## src/rtl/tsmp_pkg.sv

```systemverilog
package tsmp_pkg;

  // geometry and number formats
  localparam int MAX_WIDTH  = 256;
  localparam int MAX_HEIGHT = 256;
  localparam int COORD_FRAC = 16;
  localparam int COORD_BITS = 21;
  localparam int SZ_BITS    = 9;
  localparam int X_BITS     = $clog2(MAX_WIDTH);
  localparam int Y_BITS     = $clog2(MAX_HEIGHT);
  localparam int ADDR_BITS  = X_BITS + Y_BITS;
  localparam int MEM_DEPTH  = MAX_WIDTH * MAX_HEIGHT;

  // scaled coordinate: size (unsigned, one sign bit added) times coord
  localparam int PROD_BITS  = COORD_BITS + SZ_BITS + 1;
  localparam int INT_BITS   = PROD_BITS - COORD_FRAC;
  localparam int CNT_BITS   = $clog2(INT_BITS);

  // blend weights and accumulators
  localparam int WT_BITS    = 2 * (COORD_FRAC + 1);
  localparam int ACC_BITS   = WT_BITS + 8;
  localparam int OUT_SHIFT  = 2 * COORD_FRAC - 8;
  localparam int CHAN_BITS  = 16;

  // work queue
  localparam int FIFO_DEPTH = 4;
  localparam int FIFO_PTR   = $clog2(FIFO_DEPTH);

  // codes
  localparam logic OP_LOAD      = 1'b0;
  localparam logic OP_SAMPLE    = 1'b1;
  localparam logic FILT_NEAREST = 1'b0;
  localparam logic FILT_LINEAR  = 1'b1;
  localparam logic WRAP_CLAMP   = 1'b0;
  localparam logic WRAP_REPEAT  = 1'b1;

  localparam int   PADDR_BITS   = 4;
  localparam logic [1:0] REG_FILTER = 2'd0;
  localparam logic [1:0] REG_WRAP   = 2'd1;
  localparam logic [1:0] REG_WIDTH  = 2'd2;
  localparam logic [1:0] REG_HEIGHT = 2'd3;

  typedef struct packed {
    logic                  filt;
    logic                  wrap;
    logic [SZ_BITS-1:0]    w;
    logic [SZ_BITS-1:0]    h;
  } cfg_t;

  typedef struct packed {
    logic                  op;
    logic                  filt;
    logic [X_BITS-1:0]     x0;
    logic [X_BITS-1:0]     x1;
    logic [Y_BITS-1:0]     y0;
    logic [Y_BITS-1:0]     y1;
    logic [COORD_FRAC-1:0] fi;
    logic [COORD_FRAC-1:0] fj;
    logic [31:0]           rgba;
  } cmd_t;

endpackage

```

## src/rtl/tsmp_fifo.sv

```systemverilog
module tsmp_fifo (
  input  logic            clk,
  input  logic            rst_n,
  input  logic            push,
  input  tsmp_pkg::cmd_t  push_data,
  output logic            full,
  input  logic            pop,
  output tsmp_pkg::cmd_t  pop_data,
  output logic            nonempty
);

  tsmp_pkg::cmd_t                  mem_r [tsmp_pkg::FIFO_DEPTH];
  logic [tsmp_pkg::FIFO_PTR-1:0]   wp_r, wp_nxt, rp_r, rp_nxt;
  logic [tsmp_pkg::FIFO_PTR:0]     cnt_r, cnt_nxt;

  assign full     = (cnt_r == (tsmp_pkg::FIFO_PTR+1)'(tsmp_pkg::FIFO_DEPTH));
  assign nonempty = (cnt_r != '0);
  assign pop_data = mem_r[rp_r];

  always_comb begin
    wp_nxt  = wp_r;
    rp_nxt  = rp_r;
    cnt_nxt = cnt_r;
    if (push) wp_nxt = wp_r + 1'b1;
    if (pop)  rp_nxt = rp_r + 1'b1;
    if (push && !pop) cnt_nxt = cnt_r + 1'b1;
    else if (pop && !push) cnt_nxt = cnt_r - 1'b1;
  end

  always_ff @(posedge clk) begin
    if (!rst_n) begin
      wp_r  <= '0;
      rp_r  <= '0;
      cnt_r <= '0;
    end else begin
      wp_r  <= wp_nxt;
      rp_r  <= rp_nxt;
      cnt_r <= cnt_nxt;
    end
  end

  always_ff @(posedge clk) begin
    if (push) mem_r[wp_r] <= push_data;
  end

  a_no_overflow: assert property (@(posedge clk) disable iff (!rst_n) push |-> !full)
    else $error("push into full queue");
  a_no_underflow: assert property (@(posedge clk) disable iff (!rst_n) pop |-> nonempty)
    else $error("pop from empty queue");
  a_cnt_track: assert property (@(posedge clk) disable iff (!rst_n)
    (push && !pop) |=> (cnt_r == $past(cnt_r) + 1'b1))
    else $error("queue count lost a push");

endmodule

```

## config.mk

```make
export PLATFORM = sky130hd
export DESIGN_NAME = tsmp_fifo
export DESIGN_NICKNAME = d
export VERILOG_FILES = /design/src/rtl/tsmp_pkg.sv /design/src/rtl/tsmp_fifo.sv
export SDC_FILE = /design/constraint.sdc
export NUM_CORES = 1
export LEC_CHECK = 0
export ABC_AREA = 1
export BUFFER_PORTS_ARGS = -buffer_cell sky130_fd_sc_hd__buf_2
export CELL_PAD_IN_SITES_DETAIL_PLACEMENT = 1
export CELL_PAD_IN_SITES_GLOBAL_PLACEMENT = 1
export CORE_ASPECT_RATIO = 1.5
export CORE_MARGIN = 8
export CORE_UTILIZATION = 30
export DETAILED_ROUTE_END_ITERATION = 8
export GPL_ROUTABILITY_DRIVEN = 0
export PLACE_DENSITY = 0.59
export SETUP_SLACK_MARGIN = 0.02
export SYNTH_ARGS = -nofsm -noshare
export SYNTH_HDL_FRONTEND = slang
export SYNTH_SLANG_ARGS = --single-unit
```

## constraint.sdc

```tcl
create_clock -name clk -period 3.9 [get_ports clk]
set_input_delay 0.39 -clock clk [delete_from_list [all_inputs] [get_ports clk]]
set_output_delay 0.39 -clock clk [all_outputs]
set_load 0.005 [all_outputs]
```

* After elaboration in Yosys (flattened, before gate mapping)
Memory sizes are Yosys's and may differ from the RTL's. A register that Yosys moved wholly into a read port is not among the register bits.
Index checks and enable logic that the tools add are counted.
** Storage, ports and cells
- Register bits :: 7
- Bits in latches :: 0
- Bits in writable memories :: 392
- Bits in read-only memories :: 0
- Output and inout bits :: 100
- Logic and storage cells :: 21
- Memories kept :: 1
** Operators by class
- Add/sub/neg operators :: 4
- Multipliers :: 0
- Div/mod/pow operators :: 0
- $lt $le $gt $ge :: 0
- Equality and inequality tests :: 1
- Shift operators :: 0
- Mux-type cells :: 6
- Bitwise operators :: 0
- Reduce and logical (&&, ||, !) cells :: 6
** Memories
- mem_r :: depth 4, width 98, rd ports 1, clocked after Yosys merged registers in 1, write ports 1, line tsmp_fifo.sv:12 : tsmp_pkg::cmd_t mem_r [tsmp_pkg::FIFO_DEPTH];
** Operators with widths (count)
- 3-bit 2-to-1 mux :: 2
- 2-bit by 1-bit adder with 2-bit output (second input constant) :: 2
- 2-bit 2-to-1 mux :: 2
- 3-bit by 1-bit adder with 3-bit output (second input constant) :: 1
- 3-bit equality test (second input constant) :: 1
- 3-bit nonzero test :: 1
- 3-bit by 1-bit subtractor with 3-bit output (second input constant) :: 1
- 1-bit logical AND :: 2
- 1-bit logical NOT :: 2
- 1-bit 2-to-1 mux :: 2
- 2-bit nonzero test :: 1

* Longest topological paths before layout
- Depth after elaboration :: 4
- Mapped depth :: 10
- Depth with buffers taken out :: 10

* Least setup slack after synthesis
Ideal clock, no wire load.
- Path type :: flip-flop to flip-flop
- Start point :: register wp_r[0] (netlist bit)
- End point :: memory mem_r[2][0] (netlist bit) (enable)
- Arrival time :: 2.481 ns
- Required time :: 3.449 ns
- Slack :: 0.967 ns
- Stages on the path, launching flop included :: 5
- Buffers on the path :: 0
- Clock period less this slack :: 2.933 ns
- Cells stage by stage :: dfxtp_1 inv_1 ha_1 nand2_1 inv_1
** RTL lines
- start, declared :: line tsmp_fifo.sv:13 : logic [tsmp_pkg::FIFO_PTR-1:0] wp_r, wp_nxt, rp_r, rp_nxt;
- start signal, assigned :: line tsmp_fifo.sv:36 : wp_r <= wp_nxt;
- end, declared :: line tsmp_fifo.sv:12
Straight into the memory's write port.

==> metrics.yaml <==
grt_max_degree: 197
dieWidth_um: 198
crit_arrival_ns: 2.48
drv_slew: 0
routedWlPerCell_um: 20.1
setup_viol: 0
core-area_um2: 49400
ios: 202
yosys.area.top_type: "edfxtp_1"
cts_resized: 0
cts_buffers: 40
slowest_stage: "inv_6"
end_kind: "output port"
cts.path.max_buffers: 3
num_vias: 8962
start_kind: "flip-flop"
irDropWorstVdd_uv: 298
h-tree-depth: 2
synth-seq-cells: 401
grtUsageTotal: 0.132
fmax_mhz: 349
clock_skew_ns: 0.0125
critPathMaxStageDelay_ns: 0.55
drive_above_1_share: 0.228
worst_pin_slew_ns: 0.984
synth_area_leaders: "edfxtp_1, o21ai_0, nor2_1"
wl_um: 38100
synth-seq-area-share: 0.799
grt_use_met1: 0.152
power_density_nw_per_um2: 531
dieArea_um2: 57400
grtUsageMet2: 0.241
grt_antenna_before_repair: 5
grt_pass1_vias: 9974
busiest_layer: "met2"
grt_pass1_wl_um: 58300
hold_viol: 0
clk_latency_ns: 0.53
worstSetupPathType: "flip-flop to output port"
rsz0062_at_grt: "no"
drc: 0
io_buffers: 201
fin_setup_tns_ns: 0
slew_headroom: 0.344
initial_core_util: 0.303
cp_cell_sequence: "inv_6, buf_4, o21ai_0, o22ai_1, buf_2"
synth_area_um2: 15000
drt_iter0_markers: 271
ctsHoldBuffers: 0
clock_sinks: 401
cts_tree: "yes"
rows: 100
yosys.area.top_type_share: 0.787
path_max_fanout: 110
status: "finished, final reports clean"
hpwl_um: 22500
syn_avg_cell_area_um2: 14.9
area.growth.synth_to_final_pct: 19.5
gr-total-overflow: 0
nNetsFinal: 1309
syn_nets: 1115
synth_cells: 1007
clockRootBuffer: "clkbuf_16"
fp.dieH_um: 289
required_ns: 3.51
gr-usage-met3: 0.0279
ys_warn_count: 0
clkTransAtPathRegs_ns: 0.06
first_pass_iters: 4
fin_crit_sh: 0.735
cts_setup_buffers: 0
drv_cap: 0
min_path_type: "input port to flip-flop"
whs_ns: 0.0746
leakagePower_nw: 6.13
ant_nets: 0
yosysUniqueCellTypes: 22
period_needed_ns: 2.87
viasPerCell: 4.73
==> critical path: cells and delay by family, from the launching register on <==
kind	cells	cell delay (ns)
flops	1	0.37
buf+inv	3	1.08
compound gates	2	0.29
==> kinds of logic after synthesis <==
family	Yosys count	synth area share
flip-flops	401	0.799
buffers and inverters	81	0.0313
AND/OR/NAND/NOR	215	0.0543
adder cells (fa/ha/maj)	6	0.00552
AO/OA/AOI/OAI	304	0.110
==> registers in the layout (all words and copies together) (netlist names), named ones only <==
name and cells:
cnt_r 3, mem_r 392, rp_r 2, wp_r 2
==> power by group <==
group          switching, mW  total, mW  internal (mW)
registers             0.0422       4.97           4.92
logic                  0.541      0.815          0.274
clock network           1.55       3.72           2.16
total                   2.13       9.50           7.36
==> path summary, 6_finish.rpt <==
| path | end | cells after the start | startpoint | slack (ns) |
|---|---|---|---|---|
| worst max-delay path | pop_data[5] | 5 | flip-flop | 1.03 |
| worst min-delay path | mem_r[0][9]$_DFFE_PP_ | 1 | push_data[9] | 0.07 |
| worst max register to register | mem_r[2][75]$_DFFE_PP_ | 5 | wp_r[0]$_SDFFE_PN0P_ | 1.83 |
| worst min register to register | flip-flop | 1 | rp_r[1]$_SDFFE_PN0P_ | 0.45 |
==> cell type report <==
class                      count  area, um2
multi-input combinational    525       2540
clock inverter                20        178
clock buffer                  51       1080
timing repair buffer         216       1210
inverter                      17       80.1
fill                        5197      31500
tap                          663        830
antenna                        2       5.00
sequential                   401      12000
==> per-stage QoR <==
stage	util	setup WS [ns]	power, mW	cells	area, um2
final	0.362	1.03	9.50	1895	17900
after global routing	0.362	0.847	9.88	1895	17900
after CTS	0.362	1.01	9.66	1893	17900
after detailed placement	0.336	1.59	5.91	1822	16600
after global placement	0.336	1.64	5.88	1822	16600
after floorplan	-	0.967	5.49	1007	15000
==> cell usage after synthesis <==
master / count
edfxtp_1: 392
clkbuf_2: 2
nor2_1: 202
dfxtp_1: 9
buf_12: 1
nor3_1: 1
inv_6: 1
nand2_1: 10
inv_1: 15
fa_1: 1
a21oi_1: 4
nand4_1: 1
o21ai_1: 47
buf_6: 15
o21ai_0: 155
clkbuf_1: 34
inv_2: 1
ha_1: 5
o22ai_1: 98
buf_2: 7
buf_4: 5
nand3_1: 1
==> layout by cell type (no fill, tap or decap), types with 3 or more instances in the layout <==
cell       instances
nand2_1           10
dfxtp_1            7
clkinv_2           9
inv_1             11
inv_4              4
buf_12             7
ha_1               5
buf_4              8
o21ai_0          155
o21ai_1           47
o22ai_1           98
clkbuf_1           8
clkbuf_16         41
a21oi_1            4
clkinv_1           6
nor2_1           202
buf_2            201
bufinv_16          3
edfxtp_1         392
==> layer usage <==
layer  up-vias  share of wire
met4         0          0.027
li1       4186              -
met2       173           0.51
met1      4541           0.42
met5         -              0
met3        62          0.045
Note: power is estimated with default switching activity, not from simulation.
