`config.mk`:
```
export PLATFORM = sky130hd
export DESIGN_NAME = tsmp_front_flat
export DESIGN_NICKNAME = d
export VERILOG_FILES = /design/src/rtl/tsmp_pkg.sv /design/src/rtl/tsmp_ifs.sv /design/src/rtl/tsmp_front.sv /design/src/flat_wrapper.sv
export SDC_FILE = /design/constraint.sdc
export NUM_CORES = 2
export LEC_CHECK = 0
export BUFFER_PORTS_ARGS = -buffer_cell sky130_fd_sc_hd__buf_2
export CAP_MARGIN = 40
export CORE_ASPECT_RATIO = 0.6
export CORE_MARGIN = 5
export CORE_UTILIZATION = 35
export DETAILED_ROUTE_END_ITERATION = 7
export GPL_TIMING_DRIVEN = 0
export PLACE_DENSITY_LB_ADDON = 0.08
export SETUP_SLACK_MARGIN = 0.2
export SLEW_MARGIN = 20
export SYNTH_ARGS = -nofsm -noshare
export SYNTH_HDL_FRONTEND = slang
export SYNTH_SLANG_ARGS = --single-unit
```
`constraint.sdc`:
```
create_clock -name clk -period 18.1 [get_ports clk]
set_input_delay 0.905 -clock clk [delete_from_list [all_inputs] [get_ports clk]]
set_output_delay 0.905 -clock clk [all_outputs]
set_load 0.05 [all_outputs]
```
`src/rtl/tsmp_pkg.sv`:
```
package tsmp_pkg;

  // geometry and number formats
  localparam int MAX_WIDTH  = 256;
  localparam int MAX_HEIGHT = 256;
  localparam int COORD_FRAC = 16;
  localparam int COORD_BITS = 21;
  localparam int SZ_BITS    = 9;
  localparam int X_BITS     = $clog2(MAX_WIDTH);
  localparam int Y_BITS     = $clog2(MAX_HEIGHT);
  localparam int ADDR_BITS  = X_BITS + Y_BITS;
  localparam int MEM_DEPTH  = MAX_WIDTH * MAX_HEIGHT;

  // scaled coordinate: size (unsigned, one sign bit added) times coord
  localparam int PROD_BITS  = COORD_BITS + SZ_BITS + 1;
  localparam int INT_BITS   = PROD_BITS - COORD_FRAC;
  localparam int CNT_BITS   = $clog2(INT_BITS);

  // blend weights and accumulators
  localparam int WT_BITS    = 2 * (COORD_FRAC + 1);
  localparam int ACC_BITS   = WT_BITS + 8;
  localparam int OUT_SHIFT  = 2 * COORD_FRAC - 8;
  localparam int CHAN_BITS  = 16;

  // work queue
  localparam int FIFO_DEPTH = 4;
  localparam int FIFO_PTR   = $clog2(FIFO_DEPTH);

  // codes
  localparam logic OP_LOAD      = 1'b0;
  localparam logic OP_SAMPLE    = 1'b1;
  localparam logic FILT_NEAREST = 1'b0;
  localparam logic FILT_LINEAR  = 1'b1;
  localparam logic WRAP_CLAMP   = 1'b0;
  localparam logic WRAP_REPEAT  = 1'b1;

  localparam int   PADDR_BITS   = 4;
  localparam logic [1:0] REG_FILTER = 2'd0;
  localparam logic [1:0] REG_WRAP   = 2'd1;
  localparam logic [1:0] REG_WIDTH  = 2'd2;
  localparam logic [1:0] REG_HEIGHT = 2'd3;

  typedef struct packed {
    logic                  filt;
    logic                  wrap;
    logic [SZ_BITS-1:0]    w;
    logic [SZ_BITS-1:0]    h;
  } cfg_t;

  typedef struct packed {
    logic                  op;
    logic                  filt;
    logic [X_BITS-1:0]     x0;
    logic [X_BITS-1:0]     x1;
    logic [Y_BITS-1:0]     y0;
    logic [Y_BITS-1:0]     y1;
    logic [COORD_FRAC-1:0] fi;
    logic [COORD_FRAC-1:0] fj;
    logic [31:0]           rgba;
  } cmd_t;

endpackage

```
`src/rtl/tsmp_ifs.sv`:
```
interface tsmp_in_if;
  logic                                  valid;
  logic                                  ready;
  logic                                  operation;
  logic [7:0]                            texel_x;
  logic [7:0]                            texel_y;
  logic [31:0]                           texel_rgba;
  logic signed [tsmp_pkg::COORD_BITS-1:0] coord_s;
  logic signed [tsmp_pkg::COORD_BITS-1:0] coord_t;

  modport source (output valid, operation, texel_x, texel_y, texel_rgba, coord_s, coord_t,
                  input ready);
  modport sink   (input valid, operation, texel_x, texel_y, texel_rgba, coord_s, coord_t,
                  output ready);
endinterface


```
`src/rtl/tsmp_front.sv`:
```
module tsmp_front (
  input  logic            clk,
  input  logic            rst_n,
  input  tsmp_pkg::cfg_t  cfg,
  tsmp_in_if.sink         in_if,
  output logic            q_push,
  output tsmp_pkg::cmd_t  q_data,
  input  logic            q_full
);

  localparam logic [2:0] F_IDLE = 3'd0;
  localparam logic [2:0] F_MUL  = 3'd1;
  localparam logic [2:0] F_PREP = 3'd2;
  localparam logic [2:0] F_DIV  = 3'd3;
  localparam logic [2:0] F_FIX  = 3'd4;
  localparam logic [2:0] F_PUSH = 3'd5;

  localparam int SB = tsmp_pkg::SZ_BITS;
  localparam int IB = tsmp_pkg::INT_BITS;
  localparam int PB = tsmp_pkg::PROD_BITS;
  localparam int CF = tsmp_pkg::COORD_FRAC;

  logic [2:0]                                state_r, state_nxt;
  tsmp_pkg::cmd_t                            ent_r, ent_nxt;
  logic                                      wrap_r, wrap_nxt;
  logic signed [tsmp_pkg::COORD_BITS-1:0]    s_r, s_nxt, t_r, t_nxt;
  logic signed [PB-1:0]                      us_r, us_nxt, ut_r, ut_nxt;
  logic signed [IB-1:0]                      cx_r, cx_nxt, cy_r, cy_nxt;
  logic                                      incx_r, incx_nxt, incy_r, incy_nxt;
  logic [IB-1:0]                             magx_r, magx_nxt, magy_r, magy_nxt;
  logic [SB-1:0]                             remx_r, remx_nxt, remy_r, remy_nxt;
  logic [tsmp_pkg::CNT_BITS-1:0]             cnt_r, cnt_nxt;
  logic signed [IB-1:0]                      flx, fly, ncx, ncy;
  logic [CF-1:0]                             frx, fry;
  logic [2*SB-1:0]                           fixx, fixy;

  // one restoring division step: shift in a dividend bit, subtract size if it fits
  function automatic logic [SB-1:0] div_step(logic [SB-1:0] rem, logic b, logic [SB-1:0] sz);
    logic [SB:0] tr;
    tr = {rem, b};
    if (tr >= {1'b0, sz}) tr = tr - {1'b0, sz};
    return tr[SB-1:0];
  endfunction

  function automatic logic [SB-1:0] clamp(logic signed [IB:0] v, logic [SB-1:0] sz);
    logic signed [IB:0] szs;
    logic [SB-1:0]      r;
    szs = $signed({{(IB+1-SB){1'b0}}, sz});
    if (v < 0)          r = '0;
    else if (v >= szs)  r = sz - 1'b1;
    else                r = v[SB-1:0];
    return r;
  endfunction

  // returns {hi, lo} wrapped indexes for one axis
  function automatic logic [2*SB-1:0] fix_axis(logic signed [IB-1:0] c, logic inc, logic wrap,
                                               logic [SB-1:0] rem, logic [SB-1:0] sz);
    logic signed [IB:0] ce;
    logic [SB-1:0]      lo, lo1, hi;
    ce = {c[IB-1], c};
    if (wrap == tsmp_pkg::WRAP_REPEAT) begin
      lo  = (c < 0 && rem != '0) ? sz - rem : rem;
      lo1 = lo + 1'b1;
      hi  = inc ? ((lo1 == sz) ? '0 : lo1) : lo;
    end else begin
      lo = clamp(ce, sz);
      hi = clamp(ce + $signed({{IB{1'b0}}, inc}), sz);
    end
    return {hi, lo};
  endfunction

  assign in_if.ready = (state_r == F_IDLE);
  assign q_push      = (state_r == F_PUSH) && !q_full;
  assign q_data      = ent_r;

  always_comb begin
    flx  = us_r[PB-1:CF];
    fly  = ut_r[PB-1:CF];
    frx  = us_r[CF-1:0];
    fry  = ut_r[CF-1:0];
    ncx  = (us_r[PB-1] && frx != '0) ? flx + 1'b1 : flx;
    ncy  = (ut_r[PB-1] && fry != '0) ? fly + 1'b1 : fly;
    fixx = fix_axis(cx_r, incx_r, wrap_r, remx_r, cfg.w);
    fixy = fix_axis(cy_r, incy_r, wrap_r, remy_r, cfg.h);
  end

  always_comb begin
    state_nxt = state_r;
    ent_nxt   = ent_r;
    wrap_nxt  = wrap_r;
    s_nxt     = s_r;
    t_nxt     = t_r;
    us_nxt    = us_r;
    ut_nxt    = ut_r;
    cx_nxt    = cx_r;
    cy_nxt    = cy_r;
    incx_nxt  = incx_r;
    incy_nxt  = incy_r;
    magx_nxt  = magx_r;
    magy_nxt  = magy_r;
    remx_nxt  = remx_r;
    remy_nxt  = remy_r;
    cnt_nxt   = cnt_r;
    unique case (state_r)
      F_IDLE: begin
        if (in_if.valid) begin
          ent_nxt.op   = in_if.operation;
          ent_nxt.filt = cfg.filt;
          ent_nxt.x0   = in_if.texel_x;
          ent_nxt.y0   = in_if.texel_y;
          ent_nxt.rgba = in_if.texel_rgba;
          wrap_nxt     = cfg.wrap;
          s_nxt        = in_if.coord_s;
          t_nxt        = in_if.coord_t;
          state_nxt    = (in_if.operation == tsmp_pkg::OP_LOAD) ? F_PUSH : F_MUL;
        end
      end
      F_MUL: begin
        us_nxt    = PB'($signed({1'b0, cfg.w}) * s_r);
        ut_nxt    = PB'($signed({1'b0, cfg.h}) * t_r);
        state_nxt = F_PREP;
      end
      F_PREP: begin
        if (ent_r.filt == tsmp_pkg::FILT_LINEAR) begin
          cx_nxt     = flx;
          cy_nxt     = fly;
          incx_nxt   = (frx != '0);
          incy_nxt   = (fry != '0);
          ent_nxt.fi = frx;
          ent_nxt.fj = fry;
        end else begin
          cx_nxt     = ncx;
          cy_nxt     = ncy;
          incx_nxt   = 1'b0;
          incy_nxt   = 1'b0;
          ent_nxt.fi = '0;
          ent_nxt.fj = '0;
        end
        magx_nxt  = cx_nxt[IB-1] ? IB'(-cx_nxt) : IB'(cx_nxt);
        magy_nxt  = cy_nxt[IB-1] ? IB'(-cy_nxt) : IB'(cy_nxt);
        remx_nxt  = '0;
        remy_nxt  = '0;
        cnt_nxt   = '0;
        state_nxt = (wrap_r == tsmp_pkg::WRAP_REPEAT) ? F_DIV : F_FIX;
      end
      F_DIV: begin
        remx_nxt = div_step(remx_r, magx_r[IB-1], cfg.w);
        remy_nxt = div_step(remy_r, magy_r[IB-1], cfg.h);
        magx_nxt = magx_r << 1;
        magy_nxt = magy_r << 1;
        cnt_nxt  = cnt_r + 1'b1;
        if (cnt_r == tsmp_pkg::CNT_BITS'(IB - 1)) state_nxt = F_FIX;
      end
      F_FIX: begin
        ent_nxt.x0 = fixx[tsmp_pkg::X_BITS-1:0];
        ent_nxt.x1 = fixx[SB +: tsmp_pkg::X_BITS];
        ent_nxt.y0 = fixy[tsmp_pkg::Y_BITS-1:0];
        ent_nxt.y1 = fixy[SB +: tsmp_pkg::Y_BITS];
        state_nxt  = F_PUSH;
      end
      F_PUSH: begin
        if (!q_full) state_nxt = F_IDLE;
      end
      default: state_nxt = F_IDLE;
    endcase
  end

  always_ff @(posedge clk) begin
    if (!rst_n) begin
      state_r <= F_IDLE;
    end else begin
      state_r <= state_nxt;
    end
  end

  always_ff @(posedge clk) begin
    ent_r  <= ent_nxt;
    wrap_r <= wrap_nxt;
    s_r    <= s_nxt;
    t_r    <= t_nxt;
    us_r   <= us_nxt;
    ut_r   <= ut_nxt;
    cx_r   <= cx_nxt;
    cy_r   <= cy_nxt;
    incx_r <= incx_nxt;
    incy_r <= incy_nxt;
    magx_r <= magx_nxt;
    magy_r <= magy_nxt;
    remx_r <= remx_nxt;
    remy_r <= remy_nxt;
    cnt_r  <= cnt_nxt;
  end

endmodule

```
`src/flat_wrapper.sv`:
```
// flat-port wrapper written by rule: the top's interface ports become plain ports
module tsmp_front_flat 
  (clk, rst_n, cfg, q_push, q_data, q_full, in_if_valid, in_if_operation, in_if_texel_x, in_if_texel_y, in_if_texel_rgba, in_if_coord_s, in_if_coord_t, in_if_ready);
  tsmp_in_if in_if_i ();
  input  logic clk;
  input  logic rst_n;
  input  tsmp_pkg::cfg_t cfg;
  output logic q_push;
  output tsmp_pkg::cmd_t q_data;
  input  logic q_full;
  input wire logic [$bits(in_if_i.valid)-1:0] in_if_valid;
  input wire logic [$bits(in_if_i.operation)-1:0] in_if_operation;
  input wire logic [$bits(in_if_i.texel_x)-1:0] in_if_texel_x;
  input wire logic [$bits(in_if_i.texel_y)-1:0] in_if_texel_y;
  input wire logic [$bits(in_if_i.texel_rgba)-1:0] in_if_texel_rgba;
  input wire logic [$bits(in_if_i.coord_s)-1:0] in_if_coord_s;
  input wire logic [$bits(in_if_i.coord_t)-1:0] in_if_coord_t;
  output wire logic [$bits(in_if_i.ready)-1:0] in_if_ready;
  assign in_if_i.valid = in_if_valid;
  assign in_if_i.operation = in_if_operation;
  assign in_if_i.texel_x = in_if_texel_x;
  assign in_if_i.texel_y = in_if_texel_y;
  assign in_if_i.texel_rgba = in_if_texel_rgba;
  assign in_if_i.coord_s = in_if_coord_s;
  assign in_if_i.coord_t = in_if_coord_t;
  assign in_if_ready = in_if_i.ready;
  tsmp_front u_core (.clk(clk), .rst_n(rst_n), .cfg(cfg), .in_if(in_if_i), .q_push(q_push), .q_data(q_data), .q_full(q_full));
endmodule
```
# Yosys cells after proc, flatten, opt, wreduce, memory -nomap -nowiden
# Index checks and enable logic that the tools add are counted.
[classes]
order_cmp = 10
eq_ne = 11
n_shift = 0
n_mux = 43
n_addsub = 15
reduce_logical = 16
mul = 2
n_bitwise = 0
div_mod_pow = 0
[op_table]
columns = ["cell", "count"]
rows = [
  ["$mux W8", 18],
  ["$mux W15", 8],
  ["$mul A10 B21 Y31", 2],
  ["$pmux W15 S2", 2],
  ["$mux W9", 4],
  ["$pmux W9 S2", 2],
  ["$sub A9 B9 Y9", 4],
  ["$add A15 B2 Y16", 2],
  ["$ge A16 B10 Y1", 2],
  ["$lt A16 B1 Y1 const B", 2],
  ["$pmux W8 S2", 2],
  ["$reduce_bool A16 Y1", 2],
  ["$add A15 B1 Y15 const B", 2],
  ["$ge A15 B10 Y1", 2],
  ["$lt A15 B1 Y1 const B", 2],
  ["$neg A15 Y15", 2],
  ["$ge A10 B9 Y1", 2],
  ["$add A9 B1 Y9 const B", 2],
  ["$eq A9 B9 Y1", 2],
  ["$pmux W3 S6", 1],
  ["$reduce_bool A9 Y1", 2],
  ["$sub A8 B1 Y8 const B", 2],
  ["$mux W3", 5],
  ["$pmux W4 S2", 1],
  ["other kinds (13)", 22],
]
[word_totals]
word_cells = 121
memories = 0
latch_bits = 0
mem_bits_ro = 0
reg_bits = 290
ramBits = 0

# Longest topological paths before layout
[logic_depth]
ltp_word = 8
depth_mapped = 24
ltp_nobuf = 22

# Least setup slack after synthesis
# Ideal clock, no wire load.
[synth_path]
path_type = "input -> register"
startpoint = "input cfg[11] (netlist bit)"
endpoint = "register u_core.us_r[30], data pin"
t_arrival_ns = 6.419
stages = 24
setup_slack_ns = 11.421
required_time_ns = 17.840
cell_sequence = "clkbuf_1 > clkbuf_1 > nand2_1 > fa_1 > inv_1 > fa_1 > inv_1 > fa_1 > inv_1 > fa_1 > inv_1 > fa_1 > inv_1 > ha_1 > o211ai_1 > a21boi_0 > a32oi_1 > or3_1 > o211a_1 > a211oi_1 > a211oi_1 > o21ai_0 > o21ai_0 > xnor2_1"
[synth_via]
elab_chain_cells = 1
[synth_rtl]
columns = ["element", "line_no", "rtl"]
rows = [
  ["start, declared", "flat_wrapper.sv:7", "input tsmp_pkg::cfg_t cfg;"],
  ["$mul A10 B21 Y31", "tsmp_front.sv:119", "us_nxt = PB'($signed({1'b0, cfg.w}) * s_r);"],
  ["end signal, assigned", "tsmp_front.sv:181", "us_r <= us_nxt;"],
  ["end, declared", "tsmp_front.sv:27", "logic signed [PB-1:0] us_r, us_nxt, ut_r, ut_nxt;"],
]
# Every way passes these cells.
# A chain may end at the register's enable or synchronous reset.

# Final worst setup path
# Same ends and word-level chain as after synthesis.

==> out/qor.yml <==
dp_cells: 4331
die_h_um: 235
io_pins: 215
fin_worst_skew_ns: 0.0259
postSynthCellCount: 2967
critical_path_class: "primary input to flop"
initial_core_util: 0.353
cp-start-kind: "primary input"
track_usage: 0.198
reg2reg_depth: 23
dieArea_um2: 90200
maxCapViolCount: 0
ir_worst_vdd_uv: 133
clockBufferDepth: 3
relSlewSlack: 0.438
grt_first_pass_wirelength_um: 139000
cts_made_buffers: 36
synth_cell_type_count: 85
drt_iter0_drc: 1820
mostFrequentLayoutCell: "inv_1"
post-synth-top-area-cell: "edfxtp_1"
drive_above_1_share: 0.103
syn-num-nets: 3618
fmax_mhz: 128
cp.arrival_ns: 8.11
min_to: "u_core.s_r[0]"
cts_hold_buffers: 0
worst-path-max-fanout: 10
whs_path_depth: 1
dp_hpwl_um: 71700
min_period_ns: 7.82
synth_area_per_cell_um2: 9.93
p_leak_nw: 14.9
wl_met2_um: 31700
detail-route-antenna-nets: 0
setup.worst_path.start: "cfg[11]"
fin_setup_tns_ns: 0
grt_setup_unrepaired: "false"
yosysWarnings: 0
cp-end-kind: "flop"
cts.reportedPaths.clkPinSlew_ns: 0.06
period_share: 0.432
core-area_um2: 83500
hp-start: "in_if_coord_s[0]"
tightestPinTransition_ns: 0.836
htreeDepth: 2
hold_viol: 0
routed.top_layer: "met4"
grt_pass1_vias: 22500
setup_viol: 0
ys_ff_latch: 290
hold_ws_ns: 0.518
cts_setup_buffers: 0
clock_sinks: 290
total_power_mw: 6.50
first_pass_iters: 5
io_buffers: 214
clock-root-buffer: "clkbuf_16"
synth_top_area_frac: 0.293
routed_wirelength_um: 88600
cts_tree: "done"
ys_seq_area_frac: 0.295
clk_latency_ns: 0.56
ys.flop_type: "edfxtp_1"
post_cts_resized: 0
vias: 22100
timing.rr.end: "u_core.us_r[30]"
grt-ovfl-total: 0
stdcell_count: 4398
layout.nets: 3892
drc: 0
area_delta_synth_final_pct: 13.2
grt_antenna_before_repair: 6
async_flop_share: 0
critPathRequiredTime_ns: 18.38
post_drt_wl_per_cell_um: 20.1
met1_length_um: 48700
power.density_nw_per_um2: 195
vias_per_cell: 5.03
synth_enable_flop_cells: 287
holdCritPathClass: "primary input to flop"
die_x_um: 385
met3_length_um: 7240
worstReg2RegStart: "u_core.s_r[6]"
outcome: "completed"
grt_max_degree: 54
netlist_top_cells_area: "edfxtp_1 (29%), fa_1 (22%), ha_1 (9.3%)"
synth_area_um2: 29500
final_cell_mix: "inv_1 (460), fa_1 (318), edfxtp_1 (287)"
slew_viol_final: 0
regToRegSetupSlack_ns: 11.19
nFillCells: 8436
place_congestion: 0.860
rows: 82
[state kept, by name, summed over array words and instances (netlist names), 4 cells and up]
signal and flops:
u_core.q_data 98, u_core.us_r 31, u_core.ut_r 31, u_core.s_r 21
u_core.t_r 21, u_core.cx_r 15, u_core.cy_r 15, u_core.magx_r 15
u_core.magy_r 15, u_core.remx_r 9, u_core.remy_r 9, u_core.cnt_r 4
[report_power, final]
group          leakage [nW]  internal (mW)  switching [mW]
registers              2.70           1.16           0.122
clock network         0.538          0.406           0.305
logic                  11.6           1.89            2.62
[cell usage after synthesis (6+ instances only)]
| cell type | instances |
|---|---|
| edfxtp_1 | 287 |
| nand2_1 | 286 |
| nand2b_1 | 30 |
| nor2b_1 | 18 |
| clkbuf_1 | 89 |
| a31o_2 | 9 |
| xnor2_1 | 146 |
| ha_1 | 218 |
| mux2i_1 | 26 |
| a211oi_1 | 23 |
| a22oi_1 | 11 |
| or2_2 | 10 |
| and4_1 | 11 |
| fa_1 | 318 |
| inv_1 | 461 |
| o22ai_1 | 6 |
| a21oi_1 | 125 |
| or3_1 | 7 |
| a31oi_1 | 25 |
| nand3b_1 | 6 |
| nor4_1 | 16 |
| mux2_2 | 6 |
| and2_1 | 238 |
| o21ai_0 | 75 |
| o21bai_1 | 11 |
| nand4_1 | 25 |
| nor3_1 | 33 |
| o211ai_1 | 8 |
| buf_1 | 9 |
| xor2_1 | 43 |
| nor2_1 | 137 |
| nand3_1 | 65 |
| o21a_1 | 22 |
| o31ai_1 | 6 |
| a21o_1 | 32 |
| o2bb2ai_1 | 6 |
| a211o_1 | 8 |
| and3_1 | 28 |
[layer usage]
layer	up-vias	track usage
li1	10400	-
met1	11000	0.336
met2	652	0.248
met3	58	0.0510
met4	0	0.0274
met5	-	0
[per-stage QoR]
step / setup WS, ns / utilization / cell area [um2]
after floorplan: 11.42 / - / 29500
after global placement: 9.07 / 0.382 / 31900
after detailed placement: 9.82 / 0.385 / 32200
after CTS: 10.42 / 0.399 / 33300
after global routing: 9.91 / 0.399 / 33400
final: 10.28 / 0.399 / 33400
[worst max-delay path, cell delays in order]
cell and delay (ns):
buf_2 0.10, clkbuf_1 0.62, clkbuf_1 0.64, nand2_1 0.16, fa_1 0.54, inv_1 0.05, fa_1 0.49, inv_1 0.05
fa_1 0.53, inv_1 0.05, fa_1 0.47, inv_1 0.05, fa_1 0.47, inv_1 0.04, ha_1 0.33, o211ai_1 0.13
a21boi_0 0.56, a32oi_1 0.28, or3_1 0.41, o211a_1 0.16, a211oi_1 0.35, a211oi_1 0.22, o21ai_0 0.21, o21ai_0 0.13
xnor2_1 0.17
[worst max-delay path by stage]
stage               slack, ns  cells past startpoint              end
finish                  10.28                     25  u_core.us_r[30]
global route             9.91                     25  u_core.us_r[30]
CTS                     10.42                     25  u_core.us_r[30]
detailed placement       9.82                     25  u_core.us_r[30]
global placement         9.07                      2  u_core.ut_r[12]
floorplan               11.42                     24  u_core.us_r[30]
[final cells by class]
type	count	area (um2)	area share
Timing Repair Buffer	236	1350	0.0405
Sequential cell	290	8680	0.260
Tap cell	1134	1420	0.0425
Antenna cell	1	2.50	0.0000750
Multi-Input combinational cell	2113	18700	0.560
Inverter	462	1740	0.0521
Clock buffer	43	958	0.0287
Clock inverter	17	151	0.00454
Buffer	102	394	0.0118
[cells by family (layout without fill, tap and decap cells)]
| logic type | after synthesis | count (layout) | synth area share |
|---|---|---|---|
| AND/OR/NAND/NOR | 930 | 930 | 0.161 |
| adder cells (fa/ha/maj) | 536 | 536 | 0.309 |
| other | 0 | 1 | 0 |
| buffers and inverters | 564 | 860 | 0.0723 |
| XOR/XNOR | 189 | 189 | 0.0562 |
| AO/OA/AOI/OAI | 426 | 426 | 0.0959 |
| flip-flops | 290 | 290 | 0.295 |
| multiplexers | 32 | 32 | 0.0111 |
Note: power is estimated with default switching activity, not from simulation.
